File: src/sv/mprc_pkg.sv
// Shared constants, types and codes for the median-predictive residual coder.
// Used by every module of the block; no dependencies.
package mprc_pkg;

    // Image geometry and sample widths
    localparam int MAX_LINE_WIDTH = 512;
    localparam int LINE_ADDR_BITS = $clog2(MAX_LINE_WIDTH);
    localparam int WIDTH_BITS     = 10;
    localparam int PIXEL_BITS     = 16;
    localparam int SAMPLE_BITS    = 16;
    localparam int SYMBOL_BITS    = 16;
    localparam int RECON_BITS     = 18;
    localparam int STEP_BITS      = 4;

    // Error and divider widths: |e| fits RECON_BITS, 2|e| + step one more bit
    localparam int ERR_BITS       = RECON_BITS + 1;
    localparam int MAG_BITS       = RECON_BITS;
    localparam int NUM_BITS       = MAG_BITS + 2;
    localparam int DEN_BITS       = STEP_BITS + 1;
    localparam int DIV_STEP_BITS  = 8;
    localparam int DIV_CYCLES     = (NUM_BITS + DIV_STEP_BITS - 1) / DIV_STEP_BITS;
    localparam int DIV_WORK_BITS  = DIV_CYCLES * DIV_STEP_BITS;
    localparam int DIV_CNT_BITS   = (DIV_CYCLES > 1) ? $clog2(DIV_CYCLES) : 1;
    localparam int PROD_BITS      = NUM_BITS + STEP_BITS;

    // Configuration port
    localparam int CFG_IDX_BITS   = 1;
    localparam int CFG_DATA_BITS  = WIDTH_BITS;
    localparam logic [CFG_IDX_BITS-1:0] CFG_QUANT_STEP = 1'b0;
    localparam logic [CFG_IDX_BITS-1:0] CFG_LINE_WIDTH = 1'b1;
    localparam logic [STEP_BITS-1:0]  QUANT_STEP_RESET = 4'd2;
    localparam logic [WIDTH_BITS-1:0] LINE_WIDTH_RESET = 10'd512;

    // Controller states
    typedef enum logic [2:0] {
        ST_IDLE,
        ST_PRED,
        ST_ERR,
        ST_DIV,
        ST_FIN
    } t_state;

    // Commands from controller to datapath
    typedef struct packed {
        logic accept;
        logic pred;
        logic load;
        logic div_step;
        logic fin;
    } t_cmd;

    // Status from datapath to controller
    typedef struct packed {
        logic out_free;
    } t_status;

endpackage

File: src/sv/mprc_ctrl.sv
// Controller for the coder: sequences predict, error, divide and finish steps.
// Depends on mprc_pkg for states, command and status types.
module mprc_ctrl (
    input  logic               i_clk,
    input  logic               i_rst_n,
    input  logic               i_in_valid,
    output logic               o_in_ready,
    input  mprc_pkg::t_status  i_status,
    output mprc_pkg::t_cmd     o_cmd
);

    mprc_pkg::t_state r_state, n_state;
    logic [mprc_pkg::DIV_CNT_BITS-1:0] r_div_cnt, n_div_cnt;
    logic div_last;

    assign div_last = (r_div_cnt == mprc_pkg::DIV_CNT_BITS'(mprc_pkg::DIV_CYCLES - 1));

    // Next state
    always_comb begin
        n_state = r_state;
        unique case (r_state)
            mprc_pkg::ST_IDLE: if (i_in_valid) n_state = mprc_pkg::ST_PRED;
            mprc_pkg::ST_PRED: n_state = mprc_pkg::ST_ERR;
            mprc_pkg::ST_ERR:  n_state = mprc_pkg::ST_DIV;
            mprc_pkg::ST_DIV:  if (div_last) n_state = mprc_pkg::ST_FIN;
            mprc_pkg::ST_FIN:  if (i_status.out_free) n_state = mprc_pkg::ST_IDLE;
            default:           n_state = mprc_pkg::ST_IDLE;
        endcase
    end

    // Divider cycle count: clear on load, advance while dividing
    always_comb begin
        n_div_cnt = r_div_cnt;
        if (r_state == mprc_pkg::ST_ERR) begin
            n_div_cnt = '0;
        end else if (r_state == mprc_pkg::ST_DIV && !div_last) begin
            n_div_cnt = r_div_cnt + 1'b1;
        end
    end

    // Outputs
    always_comb begin
        o_in_ready      = (r_state == mprc_pkg::ST_IDLE);
        o_cmd.accept    = (r_state == mprc_pkg::ST_IDLE) && i_in_valid;
        o_cmd.pred      = (r_state == mprc_pkg::ST_PRED);
        o_cmd.load      = (r_state == mprc_pkg::ST_ERR);
        o_cmd.div_step  = (r_state == mprc_pkg::ST_DIV);
        o_cmd.fin       = (r_state == mprc_pkg::ST_FIN) && i_status.out_free;
    end

    always_ff @(posedge i_clk) begin
        if (!i_rst_n) begin
            r_state   <= mprc_pkg::ST_IDLE;
            r_div_cnt <= '0;
        end else begin
            r_state   <= n_state;
            r_div_cnt <= n_div_cnt;
        end
    end

endmodule

File: config.mk
export PLATFORM = sky130hd
export DESIGN_NAME = mprc_ctrl
export DESIGN_NICKNAME = d
export VERILOG_FILES = /design/src/sv/mprc_pkg.sv /design/src/sv/mprc_ctrl.sv
export SDC_FILE = /design/constraint.sdc
export NUM_CORES = 1
export LEC_CHECK = 0
export ABC_AREA = 1
export ABC_CLOCK_PERIOD_IN_PS = 2000
export BUFFER_PORTS_ARGS = -buffer_cell sky130_fd_sc_hd__clkbuf_2
export CELL_PAD_IN_SITES_DETAIL_PLACEMENT = 0
export CELL_PAD_IN_SITES_GLOBAL_PLACEMENT = 1
export CORE_AREA = 5 5 42 44
export CTS_CLUSTER_DIAMETER = 120
export DETAILED_ROUTE_END_ITERATION = 8
export DIE_AREA = 0 0 47 49
export PLACE_DENSITY_LB_ADDON = 0.25
export SYNTH_ARGS = -nofsm -noshare
export SYNTH_HDL_FRONTEND = slang
export SYNTH_SLANG_ARGS = --single-unit
File: constraint.sdc
create_clock -name i_clk -period 2 [get_ports i_clk]
set_input_delay 0.1 -clock i_clk [delete_from_list [all_inputs] [get_ports i_clk]]
set_output_delay 0.1 -clock i_clk [all_outputs]
set_load 0.1 [all_outputs]
==> qor.txt <==
Pleak - 0.192 nW
drt total wl - 656 µm
combinational share of power - 0.415
FF+latch count, synth - 5
worst slew pin tran - 0.542 ns
Net Sw Power - 193 µW
Iter 0 DRT Violations - 4
layout cells sized above 1 - 0.375
global-route wire length before repair - 1060 µm
I/O pin count - 10
worst r2r path cells - 5
Switching Fraction - 0.476
status - completed
vias in the first global route - 274
EDFF count, synth - 0
Arrival @ worst endpoint - 1.46 ns
die footprint - 2300 µm²
drt drc - 0
post-synthesis cell count - 44
sequential share of the synthesized area - 0.338
H-tree levels - 1
fraction of registers with async set/reset - 0
CP Class - reg2out
Overall Global Routing Usage - 0.0642
Slew HR - 0.640
sequential power share - 0.292
Final setup viols - 0
CTS buffer count - 3
Final Util - 0.277
Clock Latency Late Sink - 0.24 ns
Int Pwr - 213 µW
Top FF cell, synth - dfxtp_1
Cell Rows - 14
worst min path class - in2reg
CP Cell Sequence - nor2_1, nand2_1, nor2_1, clkbuf_2
Tcrit/Tclk final - 0.780
Routed wire per std cell - 9.11 µm
min Tclk post-route - 1.56 ns
maximum resistive drop on vdd - 281 µV
Distinct cells, synth - 16
critical path launch point type - register
TNS Setup - 0 ns
Register Area - 100 µm²
most frequent cells after synthesis - 9 x nand2_1, 9 x nor2_1, 6 x inv_1
Worst Path Buf+Inv - 1
fin area - 388 µm²
Nets - 62
postcts setup bufs - 0
Synth top area share - 0.338
post-DP HPWL - 540 µm
max cap viols - 0
reg2reg end - r_div_cnt[1]
hold wc startpoint - i_rst_n
synth top area cells - dfxtp_1 34%, nand2_1 11%, nor2_1 11%
port bufs - 9
Gates resized, CTS repair - 0
synth warn - 0
Die H - 49 µm
worst hold path endpoint - r_state[2]
die width - 47 µm
cell mode on critical path - nor2_1
GRT Residual Overflow - 0
Final Slew Violations - 0
initial antenna violation count - 0
Fillers - 175
Multi-input gate area - 166 µm²
Root Driver - clkbuf_4
unrepaired setup endpoints after global routing - false
syn_nets - 49
Worst-path clk slew - 0.05 ns
Initial Util - 0.212
final antenna-violating net count - 0
Post-Syn Area per Cell - 6.74 µm²
slowest stage delay, CP - 0.46 ns
Crit path max-delay family - buffers and inverters
vias per cell - 4.04
P&R area growth vs syn - 30.8%
post-placement cell area - 362 µm²
Clock Sinks - 5
crit end category - primary output
largest net degree at the start of global routing - 7
largest area contributor in the netlist - dfxtp_1
CORE AREA - 1400 µm²
vias - 291
register-to-register setup slack - 0.76 ns
Clk network pwr share - 0.293
CTS max path bufs - 2
CP max stage cell - clkbuf_2
required time of the critical path - 1.90 ns
CTS tree - done
clk_skew - 0.00360 ns
Hold Path Stages - 3
RePlAce Congestion - 0.682
CP Max Fanout - 6
achievable clock frequency - 641 MHz
Diodes inserted - 0
mapped cell area - 297 µm²
endpoints failing hold - 0
hold_buf cts - 0
DRT Pass-1 Iters - 4
R2R Path Start - r_div_cnt[0]
Power Density - 1050 nW/µm²
stage by stage:
stage / total power [mW] / setup WS, ns / cells / hold WS [ns]
after floorplan: 0.267 / 0.0458 / 44 / 0.261
after global placement: 0.291 / 0.691 / 68 / 0.396
after detailed placement: 0.290 / 0.701 / 68 / 0.389
after CTS: 0.413 / 0.441 / 72 / 0.136
after global routing: 0.427 / 0.355 / 72 / 0.153
final: 0.406 / 0.441 / 72 / 0.136
state kept, by name (all words and copies together), names as in the netlist:
register	cells
r_state	3
r_div_cnt	2
power by group through the flow:
stage	Clock (mW)	Sequential [mW]	Combinational [mW]
after floorplan	0	0.118	0.149
after global routing	0.129	0.121	0.177
after CTS	0.125	0.118	0.171
final	0.119	0.118	0.169
after global placement	0	0.120	0.171
after detailed placement	0	0.120	0.170
worst max path at each step:
stage | from | end | slack, ns | cells after the start
final | r_state[1] | o_cmd[0] | 0.44 | 4
after global routing | r_state[2] | o_cmd[4] | 0.35 | 4
after CTS | r_state[1] | o_cmd[0] | 0.44 | 4
after detailed placement | r_state[1] | o_cmd[0] | 0.70 | 4
after global placement | r_state[1] | o_cmd[0] | 0.69 | 4
after floorplan | r_state[1] | o_cmd[0] | 0.05 | 3
area by class of cell:
cell class | count | area share
inverter | 8 | 0.0774
sequential | 5 | 0.258
clock buffer | 4 | 0.0677
timing repair buffer | 9 | 0.116
multi-input combinational | 30 | 0.429
tap | 16 | 0.0516
cell families after synthesis:
group | synth area share
compound gates | 0.0802
simple gates | 0.414
flops | 0.338
fa+ha+maj | 0.0422
buf+inv | 0.127
worst min-delay path: cells and delay by family:
kind / cells / cell delay, ns
buf+inv: 2 / 0.15
simple gates: 1 / 0.09
metal layers:
metal,vias up,routed length (µm),GRT usage
met5,-,0,0
met4,0,0,0.0415
met3,0,37,0.0221
met1,124,305,0.0795
met2,6,313,0.0905
li1,161,-,-
placed cells by master (no fill, tap or decap), drive strengths merged:
cell and n:
clkbuf 13, nand2 10, nor2 10, inv 8, dfxtp 5, nor3 3
nand3 2, a211oi 1, a21oi 1, a31oi 1, nor3b 1, ha 1
Note: power is estimated with default switching activity, not from simulation.
